<file path="src/hdl/c8ic_pkg.sv">
// Shared types, constants and tables for the CHIP-8 instruction core.
// Used by the sequencer, datapath and top level; depends on nothing.
`timescale 1ns / 1ps
package c8ic_pkg;

	// Machine geometry.
	localparam int SCREEN_WIDTH  = 64;
	localparam int SCREEN_HEIGHT = 32;
	localparam int STACK_DEPTH   = 16;
	localparam int MEMORY_BYTES  = 4096;
	localparam int GLYPH_BYTES   = 80;

	localparam int ADDR_W  = $clog2(MEMORY_BYTES);
	localparam int STK_AW  = $clog2(STACK_DEPTH);
	localparam int LEVEL_W = $clog2(STACK_DEPTH + 1);
	localparam int ROW_AW  = $clog2(SCREEN_HEIGHT);
	localparam int COL_W   = $clog2(SCREEN_WIDTH);

	// Configuration registers.
	localparam int CFG_IDX_W = 1;
	localparam int CFG_DATA_W = 12;
	localparam logic [CFG_IDX_W-1:0] CFG_START_ADDRESS = 1'b0;
	localparam logic [CFG_IDX_W-1:0] CFG_FONT_BASE     = 1'b1;
	localparam logic [ADDR_W-1:0] START_RESET = 12'h200;
	localparam logic [ADDR_W-1:0] FONT_RESET  = 12'h000;

	// Input actions.
	localparam logic [1:0] ACT_WRITE = 2'd0;
	localparam logic [1:0] ACT_EXEC  = 2'd1;
	localparam logic [1:0] ACT_TICK  = 2'd2;
	localparam logic [1:0] ACT_PIXEL = 2'd3;

	// Opcode groups (top nibble).
	localparam logic [3:0] NIB_SYS  = 4'h0;
	localparam logic [3:0] NIB_JP   = 4'h1;
	localparam logic [3:0] NIB_CALL = 4'h2;
	localparam logic [3:0] NIB_SEI  = 4'h3;
	localparam logic [3:0] NIB_SNEI = 4'h4;
	localparam logic [3:0] NIB_SER  = 4'h5;
	localparam logic [3:0] NIB_LDI  = 4'h6;
	localparam logic [3:0] NIB_ADDI = 4'h7;
	localparam logic [3:0] NIB_ALU  = 4'h8;
	localparam logic [3:0] NIB_SNER = 4'h9;
	localparam logic [3:0] NIB_LDIX = 4'hA;
	localparam logic [3:0] NIB_JPV0 = 4'hB;
	localparam logic [3:0] NIB_RND  = 4'hC;
	localparam logic [3:0] NIB_DRW  = 4'hD;
	localparam logic [3:0] NIB_KEY  = 4'hE;
	localparam logic [3:0] NIB_MISC = 4'hF;

	localparam logic [15:0] OP_CLS = 16'h00E0;
	localparam logic [15:0] OP_RET = 16'h00EE;

	// Register-to-register operations (low nibble of 8XYN).
	localparam logic [3:0] ALU_MOV = 4'h0;
	localparam logic [3:0] ALU_OR  = 4'h1;
	localparam logic [3:0] ALU_AND = 4'h2;
	localparam logic [3:0] ALU_XOR = 4'h3;
	localparam logic [3:0] ALU_ADD = 4'h4;
	localparam logic [3:0] ALU_SUB = 4'h5;
	localparam logic [3:0] ALU_SHR = 4'h6;
	localparam logic [3:0] ALU_RSB = 4'h7;
	localparam logic [3:0] ALU_SHL = 4'hE;

	// Key tests and miscellaneous FXNN operations.
	localparam logic [7:0] KEY_DOWN = 8'h9E;
	localparam logic [7:0] KEY_UP   = 8'hA1;
	localparam logic [7:0] FN_GETDT = 8'h07;
	localparam logic [7:0] FN_WAITK = 8'h0A;
	localparam logic [7:0] FN_SETDT = 8'h15;
	localparam logic [7:0] FN_SETST = 8'h18;
	localparam logic [7:0] FN_ADDI  = 8'h1E;
	localparam logic [7:0] FN_FONT  = 8'h29;
	localparam logic [7:0] FN_BCD   = 8'h33;
	localparam logic [7:0] FN_STORE = 8'h55;
	localparam logic [7:0] FN_LOAD  = 8'h65;

	localparam logic [3:0] FLAG_REG = 4'hF;

	// Datapath commands issued by the sequencer.
	typedef enum logic [4:0] {
		CMD_NONE, CMD_INIT, CMD_FONT, CMD_MEMWR, CMD_TICK, CMD_PIXRD, CMD_PIXCAP,
		CMD_FHI, CMD_FLO, CMD_RX, CMD_RY, CMD_DEC, CMD_EXEC, CMD_WB, CMD_RET,
		CMD_CLS, CMD_BCD, CMD_STRD, CMD_STWR, CMD_LDRD, CMD_LDWR, CMD_DRD,
		CMD_DWR, CMD_DVF, CMD_FINISH
	} cmd_code_t;

	typedef struct packed {
		cmd_code_t code;
		logic      take;
	} ctl_cmd_t;

	typedef struct packed {
		logic [15:0]       opcode;
		logic [ADDR_W-1:0] cnt;
		logic              ret_ok;
		logic              out_free;
	} ctl_sts_t;

	typedef struct packed {
		logic [1:0]        action;
		logic [ADDR_W-1:0] mem_address;
		logic [7:0]        mem_byte;
		logic [15:0]       pressed_keys;
		logic [7:0]        random_byte;
		logic [COL_W-1:0]  pixel_x;
		logic [ROW_AW-1:0] pixel_y;
	} item_t;

	localparam logic [7:0] GLYPH_ROM [GLYPH_BYTES] = '{
		8'hF0, 8'h90, 8'h90, 8'h90, 8'hF0, 8'h20, 8'h60, 8'h20, 8'h20, 8'h70,
		8'hF0, 8'h10, 8'hF0, 8'h80, 8'hF0, 8'hF0, 8'h10, 8'hF0, 8'h10, 8'hF0,
		8'h90, 8'h90, 8'hF0, 8'h10, 8'h10, 8'hF0, 8'h80, 8'hF0, 8'h10, 8'hF0,
		8'hF0, 8'h80, 8'hF0, 8'h90, 8'hF0, 8'hF0, 8'h10, 8'h20, 8'h40, 8'h40,
		8'hF0, 8'h90, 8'hF0, 8'h90, 8'hF0, 8'hF0, 8'h90, 8'hF0, 8'h10, 8'hF0,
		8'hF0, 8'h90, 8'hF0, 8'h90, 8'h90, 8'hE0, 8'h90, 8'hE0, 8'h90, 8'hE0,
		8'hF0, 8'h80, 8'h80, 8'h80, 8'hF0, 8'hE0, 8'h90, 8'h90, 8'h90, 8'hE0,
		8'hF0, 8'h80, 8'hF0, 8'h80, 8'hF0, 8'hF0, 8'h80, 8'hF0, 8'h80, 8'h80
	};

	// Glyph byte k of the built-in hex font; zero past the end.
	function automatic logic [7:0] glyph_byte(input logic [6:0] k);
		logic [7:0] b;
		b = 8'h00;
		if (k < 7'(GLYPH_BYTES)) b = GLYPH_ROM[k];
		return b;
	endfunction

endpackage

</file>
<file path="src/hdl/c8ic_ctrl.sv">
// Sequencer of the CHIP-8 instruction core: walks each action through its steps.
// Depends on c8ic_pkg; drives the datapath through ctl_cmd_t and reads ctl_sts_t.
`timescale 1ns / 1ps
module c8ic_ctrl (
	input  logic                           clk,
	input  logic                           arst_n,
	input  logic                           in_valid,
	input  logic [1:0]                     in_action,
	output logic                           in_ready,
	input  logic                           cfg_write,
	input  logic [c8ic_pkg::CFG_IDX_W-1:0] cfg_index,
	input  c8ic_pkg::ctl_sts_t             sts,
	output c8ic_pkg::ctl_cmd_t             cmd
);
	import c8ic_pkg::*;

	typedef enum logic [24:0] {
		S_INIT   = 25'h0000001, S_FONT  = 25'h0000002, S_IDLE  = 25'h0000004,
		S_MEMWR  = 25'h0000008, S_TICK  = 25'h0000010, S_PIXRD = 25'h0000020,
		S_PIXCAP = 25'h0000040, S_FHI   = 25'h0000080, S_FLO   = 25'h0000100,
		S_RX     = 25'h0000200, S_RY    = 25'h0000400, S_DEC   = 25'h0000800,
		S_EXEC   = 25'h0001000, S_WB    = 25'h0002000, S_RET   = 25'h0004000,
		S_CLS    = 25'h0008000, S_BCD   = 25'h0010000, S_STRD  = 25'h0020000,
		S_STWR   = 25'h0040000, S_LDRD  = 25'h0080000, S_LDWR  = 25'h0100000,
		S_DRD    = 25'h0200000, S_DWR   = 25'h0400000, S_DVF   = 25'h0800000,
		S_FIN    = 25'h1000000
	} state_t;

	state_t state_q, state_d;
	logic   font_wr;
	logic [3:0] nib, xi, ni;
	logic [7:0] nn;
	logic [4:0] cnt_next;

	assign nib = sts.opcode[15:12];
	assign xi  = sts.opcode[11:8];
	assign ni  = sts.opcode[3:0];
	assign nn  = sts.opcode[7:0];
	assign cnt_next = sts.cnt[4:0] + 5'd1;
	assign font_wr = cfg_write && (cfg_index == CFG_FONT_BASE);
	assign in_ready = (state_q == S_IDLE) && !font_wr;

	// Next-state logic.
	always_comb begin
		state_d = state_q;
		case (state_q)
			S_INIT: if (sts.cnt == ADDR_W'(MEMORY_BYTES - 1)) state_d = S_FONT;
			S_FONT: if (sts.cnt == ADDR_W'(GLYPH_BYTES - 1)) state_d = S_IDLE;
			S_IDLE: begin
				if (font_wr) state_d = S_FONT;
				else if (in_valid) begin
					case (in_action)
						ACT_WRITE: state_d = S_MEMWR;
						ACT_EXEC:  state_d = S_FHI;
						ACT_TICK:  state_d = S_TICK;
						default:   state_d = S_PIXRD;
					endcase
				end
			end
			S_MEMWR:  state_d = S_FIN;
			S_TICK:   state_d = S_FIN;
			S_PIXRD:  state_d = S_PIXCAP;
			S_PIXCAP: state_d = S_FIN;
			S_FHI:    state_d = S_FLO;
			S_FLO:    state_d = S_RX;
			S_RX:     state_d = S_RY;
			S_RY:     state_d = S_DEC;
			S_DEC:    state_d = S_EXEC;
			S_EXEC: begin
				state_d = S_FIN;
				case (nib)
					NIB_SYS: begin
						if (sts.opcode == OP_CLS) state_d = S_CLS;
						else if (sts.opcode == OP_RET && sts.ret_ok) state_d = S_RET;
					end
					NIB_ALU: begin
						if (ni == ALU_ADD || ni == ALU_SUB || ni == ALU_SHR ||
						    ni == ALU_RSB || ni == ALU_SHL) state_d = S_WB;
					end
					NIB_DRW: state_d = (ni == 4'h0) ? S_DVF : S_DRD;
					NIB_MISC: begin
						if (nn == FN_BCD) state_d = S_BCD;
						else if (nn == FN_STORE) state_d = S_STRD;
						else if (nn == FN_LOAD) state_d = S_LDRD;
					end
					default: state_d = S_FIN;
				endcase
			end
			S_WB:   state_d = S_FIN;
			S_RET:  state_d = S_FIN;
			S_CLS:  if (sts.cnt == ADDR_W'(SCREEN_HEIGHT - 1)) state_d = S_FIN;
			S_BCD:  if (sts.cnt == ADDR_W'(2)) state_d = S_FIN;
			S_STRD: state_d = S_STWR;
			S_STWR: state_d = (sts.cnt[3:0] == xi) ? S_FIN : S_STRD;
			S_LDRD: state_d = S_LDWR;
			S_LDWR: state_d = (sts.cnt[3:0] == xi) ? S_FIN : S_LDRD;
			S_DRD:  state_d = S_DWR;
			S_DWR:  state_d = (cnt_next == {1'b0, ni}) ? S_DVF : S_DRD;
			S_DVF:  state_d = S_FIN;
			S_FIN:  if (sts.out_free) state_d = S_IDLE;
			default: state_d = S_INIT;
		endcase
	end

	// Command for the datapath in each state.
	always_comb begin
		cmd.take = (state_q == S_IDLE) && in_valid && !font_wr;
		case (state_q)
			S_INIT:   cmd.code = CMD_INIT;
			S_FONT:   cmd.code = CMD_FONT;
			S_MEMWR:  cmd.code = CMD_MEMWR;
			S_TICK:   cmd.code = CMD_TICK;
			S_PIXRD:  cmd.code = CMD_PIXRD;
			S_PIXCAP: cmd.code = CMD_PIXCAP;
			S_FHI:    cmd.code = CMD_FHI;
			S_FLO:    cmd.code = CMD_FLO;
			S_RX:     cmd.code = CMD_RX;
			S_RY:     cmd.code = CMD_RY;
			S_DEC:    cmd.code = CMD_DEC;
			S_EXEC:   cmd.code = CMD_EXEC;
			S_WB:     cmd.code = CMD_WB;
			S_RET:    cmd.code = CMD_RET;
			S_CLS:    cmd.code = CMD_CLS;
			S_BCD:    cmd.code = CMD_BCD;
			S_STRD:   cmd.code = CMD_STRD;
			S_STWR:   cmd.code = CMD_STWR;
			S_LDRD:   cmd.code = CMD_LDRD;
			S_LDWR:   cmd.code = CMD_LDWR;
			S_DRD:    cmd.code = CMD_DRD;
			S_DWR:    cmd.code = CMD_DWR;
			S_DVF:    cmd.code = CMD_DVF;
			S_FIN:    cmd.code = CMD_FINISH;
			default:  cmd.code = CMD_NONE;
		endcase
	end

	always_ff @(posedge clk or negedge arst_n) begin
		if (!arst_n) state_q <= S_INIT;
		else state_q <= state_d;
	end

	// A transaction is taken only from the idle state.
	a_take_idle: assert property (@(posedge clk) disable iff (!arst_n)
		cmd.take |=> (state_q == S_MEMWR || state_q == S_FHI ||
		              state_q == S_TICK || state_q == S_PIXRD))
		else $error("item taken outside the idle state");
	// Every instruction passes through decode before execution.
	a_exec_order: assert property (@(posedge clk) disable iff (!arst_n)
		(state_q == S_EXEC) |-> $past(state_q == S_DEC))
		else $error("execute without decode");
	// The sprite loop alternates read and write.
	a_draw_order: assert property (@(posedge clk) disable iff (!arst_n)
		(state_q == S_DWR) |-> $past(state_q == S_DRD))
		else $error("sprite write without row read");
endmodule

</file>
<file path="config.mk">
export PLATFORM = sky130hd
export DESIGN_NAME = c8ic_ctrl
export DESIGN_NICKNAME = d
export VERILOG_FILES = /design/src/hdl/c8ic_pkg.sv /design/src/hdl/c8ic_ctrl.sv
export SDC_FILE = /design/constraint.sdc
export NUM_CORES = 1
export LEC_CHECK = 0
export BUFFER_PORTS_ARGS = -buffer_cell sky130_fd_sc_hd__buf_2
export CAP_MARGIN = 5
export CORE_UTILIZATION = 55
export DETAILED_ROUTE_END_ITERATION = 16
export PLACE_DENSITY = 0.85
export SLEW_MARGIN = 20
export SYNTH_ARGS = -nofsm -noshare
export SYNTH_HDL_FRONTEND = slang
export SYNTH_SLANG_ARGS = --single-unit
</file>
<file path="constraint.sdc">
create_clock -name clk -period 2.6 [get_ports clk]
set_input_delay 0.13 -clock clk [delete_from_list [all_inputs] [get_ports clk]]
set_output_delay 0.13 -clock clk [all_outputs]
set_load 0.02 [all_outputs]
</file>
==> key figures <==
Logic synthesis
  • Synthesized cell area: 2120 um^2
  • Sequential fraction of the synthesis area: 0.295
  • Ys flop type: dfrtp_1
  • Syn Nets: 288
  • Netlist cell types: 58
  • Post-synth top area cell: dfrtp_1
  • Syn Area/Cell: 8.53 um^2
  • Mapped Cells: 249
  • Top-area cell type share of the netlist area: 0.283
  • Synthesis Warnings: 0
  • Synth area leaders: dfrtp_1 (28%), nor3_1 (5.2%), nor4_1 (4.4%), xnor2_1 (4.1%), nor2_1 (4.1%)
  • Synth async-reset ratio: 1.00
  • EDFF count, synth: 0
  • #FFs+latches synth: 25

Drt
  • First-pass DRT Iterations: 7
  • Routed Antenna Nets: 0
  • Post-DR wirelength/cell: 17.2 um
  • Via density per instance: 6.47
  • DRT iter0 DRCs: 268
  • DR DRC count: 0
  • Via count: 2374
  • Total wire length: 6310 um

Pwr
  • Clock Power Share: 0.203
  • VDD IR max: 268 uV
  • Switching share of power: 0.360
  • Internal power: 0.000762 W
  • Comb pwr share: 0.430
  • P_sw: 0.000429 W
  • P_leak: 1.18 nW
  • Seq pwr share: 0.367
  • Pwr per Cell Area: 435 nW/um^2
  • PnR Total Power: 0.00119 W

Worst setup path
  • Worst reg-to-reg path cell count: 7
  • Crit start category: flip-flop
  • Worst Path Required: 2.47 ns
  • Critical path class: reg -> out
  • Crit path max fanout: 6
  • WP data arrival: 2.47 ns
  • CP Capture Type: primary output
  • Critical R2R Launch: state_q[24]
  • R2r endpoint: state_q[2]
  • FF-to-FF setup slack: 0.14 ns

Layout
  • Post-route cell area: 2740 um^2
  • Layout cells sized above 1: 0.351
  • Multi-input gate area: 1530 um^2
  • Final Core Density: 0.742
  • Final nets: 359
  • Max reg flops: 25
  • Area growth syn-to-layout: 28.7%
  • Fillers: 305
  • Regs by FF count: state_q (25)
  • ANT cells: 0
  • Largest register by flop count: state_q
  • Sequential cell area: 637 um^2

Clock tree
  • Clock Sinks: 25
  • H-tree depth: 1
  • Worst-Skew Late Latency: 0.28 ns
  • Total CTS buffers: 3
  • Clk slew on worst S/H paths: 0.10 ns
  • CTS tree: done
  • Root Buffer: clkbuf_8
  • Clock tree buffer depth: 2

GRT
  • Largest net degree at the start of global routing: 26
  • First-pass GRT wire length: 9740 um
  • Number of global-route vias before repair: 2158
  • Initial antenna violation count: 0
  • GRT Resource Usage Total: 0.307
  • GRT overflow: 0

STA
  • Clock skew: 0.0134 ns
  • Setup TNS: -0.00183 ns
  • Fmax: 384 MHz
  • Final worst-path setup slack: -0.00183 ns
  • Final setup viols: 1
  • Final max-slew violation count: 0
  • Final min period: 2.60 ns
  • RSZ-0062 raised after global routing: true
  • Worst-margin pin slew: 0.644 ns
  • Final hold vios: 0
  • Slew HR: 0.566
  • Final cycle utilization of the critical path: 1.00

Hold path
  • Min-Delay Path Class: in -> reg
  • Hold_sp: in_action[0]
  • Hold Crit Depth: 2
  • WHS Endpoint: state_q[3]

Run status
  • Status: finished, violations left
  • Failing checks: setup timing

Floorplan
  • Ports: 44
  • DIE HEIGHT: 64.2 um
  • Die X: 64.2 um
  • Cell row count: 22
  • CORE AREA: 3690 um^2
  • Die area: 4120 um^2
  • Initial core utilization: 0.576

Placed design
  • Gp weighted congestion: 1.04
  • PortBufs: 43
  • DP HPWL: 4730 um
  • Placed inst area: 2480 um^2

Job
  • Number of max-cap violations: 0
-- per-layer routing --
| metal | vias to the layer above | part of all wire | wire, um | GRT usage |
|---|---|---|---|---|
| met5 | - | 0 | 0 | 0 |
| met4 | 0 | 0.035 | 219 | 0.128 |
| met3 | 35 | 0.081 | 509 | 0.0304 |
| met2 | 143 | 0.48 | 3030 | 0.517 |
| met1 | 1091 | 0.40 | 2550 | 0.401 |
| li1 | 1105 | - | - | - |
-- repair_timing --
item | in CTS | in global routing
hold buffers | 1 | 0
hold endpoints to repair | 24 | 0
setup endpoints to repair | 3 | 6
buffers inserted | 0 | 11
pin swaps | 1 | 8
resized for setup | 11 | 14
-- metrics by stage --
stage,worst slack [ns],hold slack [ns],cells
2_1_floorplan,0.205,-0.166,249
3_3_place_gp,0.143,0.148,351
3_5_place_dp,0.132,0.159,351
4_1_cts,-0.00942,0.0316,356
5_1_grt,-0.0713,0.0257,367
6_report,-0.00183,0.0261,367
-- worst max path at each step --
stage | from | to | slack [ns] | cells past startpoint
after floorplan | state_q[13] | state_q[5] | 0.21 | 7
after detailed placement | state_q[1] | cmd[3] | 0.13 | 7
final | state_q[4] | cmd[5] | -0.002 | 6
after global routing | state_q[1] | cmd[5] | -0.07 | 8
after CTS | state_q[24] | cmd[3] | -0.009 | 7
after global placement | state_q[1] | cmd[3] | 0.14 | 7
-- critical path: stages, from the launching register on --
cell	delay [ns]
dfrtp_1	0.48
or4_4	0.60
a2111o_1	0.31
nor3_1	0.25
nor4_1	0.15
o211ai_1	0.17
buf_2	0.23
-- placed cells by master (no fill, tap or decap), types with 3 or more instances in the layout --
master,count
nand4_1,8
or3_1,3
dfrtp_2,8
nor4_4,5
xor2_1,9
nor2b_1,3
buf_4,26
nand2b_1,10
nand4b_1,4
inv_1,6
buf_2,42
nand3b_1,4
nor3_1,20
or4_4,5
nor4_1,11
nor4b_1,4
clkbuf_8,3
xnor2_1,10
nor2_1,22
or4_1,3
nor3_2,3
a31oi_1,3
dfrtp_1,16
o22ai_1,3
nand2_2,3
nor3b_1,5
and3_1,3
nand4_2,3
nand3_1,9
nor4_2,3
o21ai_0,9
nand2_1,16
-- cell usage after synthesis, types with 2 or more instances --
library cell  instances
nor2b_1               3
or4_1                 6
o21ai_1               2
and3_1                3
o31ai_1               2
nand4_2               3
a22o_1                2
nor2_1               23
nand3_1               9
nor3_1               22
or4_4                 2
nand2b_1             10
nor4_4                2
inv_1                 6
nor4b_1               4
nand3b_1              4
o32ai_1               2
ha_1                  2
a21boi_0              2
nor4_1               15
nand4_1               8
or3_1                 3
xnor2_1              10
nand4b_1              4
o22ai_1               3
nor4_2                2
xor2_1                9
dfrtp_1              24
a31oi_1               3
buf_2                 2
o21ai_0               9
nor3b_1               5
nand2_1              18
-- cells by family after synthesis --
family	after synthesis	synth area share
AND/OR/NAND/NOR	155	0.456
adder cells (fa/ha/maj)	2	0.0118
multiplexers	1	0.00471
flip-flops	25	0.295
XOR/XNOR	19	0.0783
buffers and inverters	10	0.0241
AO/OA/AOI/OAI	37	0.130
-- power groups by stage --
stage / Clock (W) / Combinational (W) / Sequential, W
floorplan: 0 / 0.000274 / 0.000417
global placement: 0 / 0.000409 / 0.000436
detailed placement: 0 / 0.000412 / 0.000437
CTS: 0.000245 / 0.000443 / 0.000432
global route: 0.000260 / 0.000555 / 0.000440
finish: 0.000242 / 0.000512 / 0.000437
-- area by class of cell --
| class | instances | share of cell area |
|---|---|---|
| Clock buffer | 3 | 0.0151 |
| Inverter | 6 | 0.00823 |
| Timing Repair Buffer | 70 | 0.159 |
| Tap cell | 48 | 0.0220 |
| Sequential cell | 25 | 0.233 |
| Multi-Input combinational cell | 214 | 0.560 |
| Clock inverter | 1 | 0.00274 |
Power figures use the tool's default switching activity.
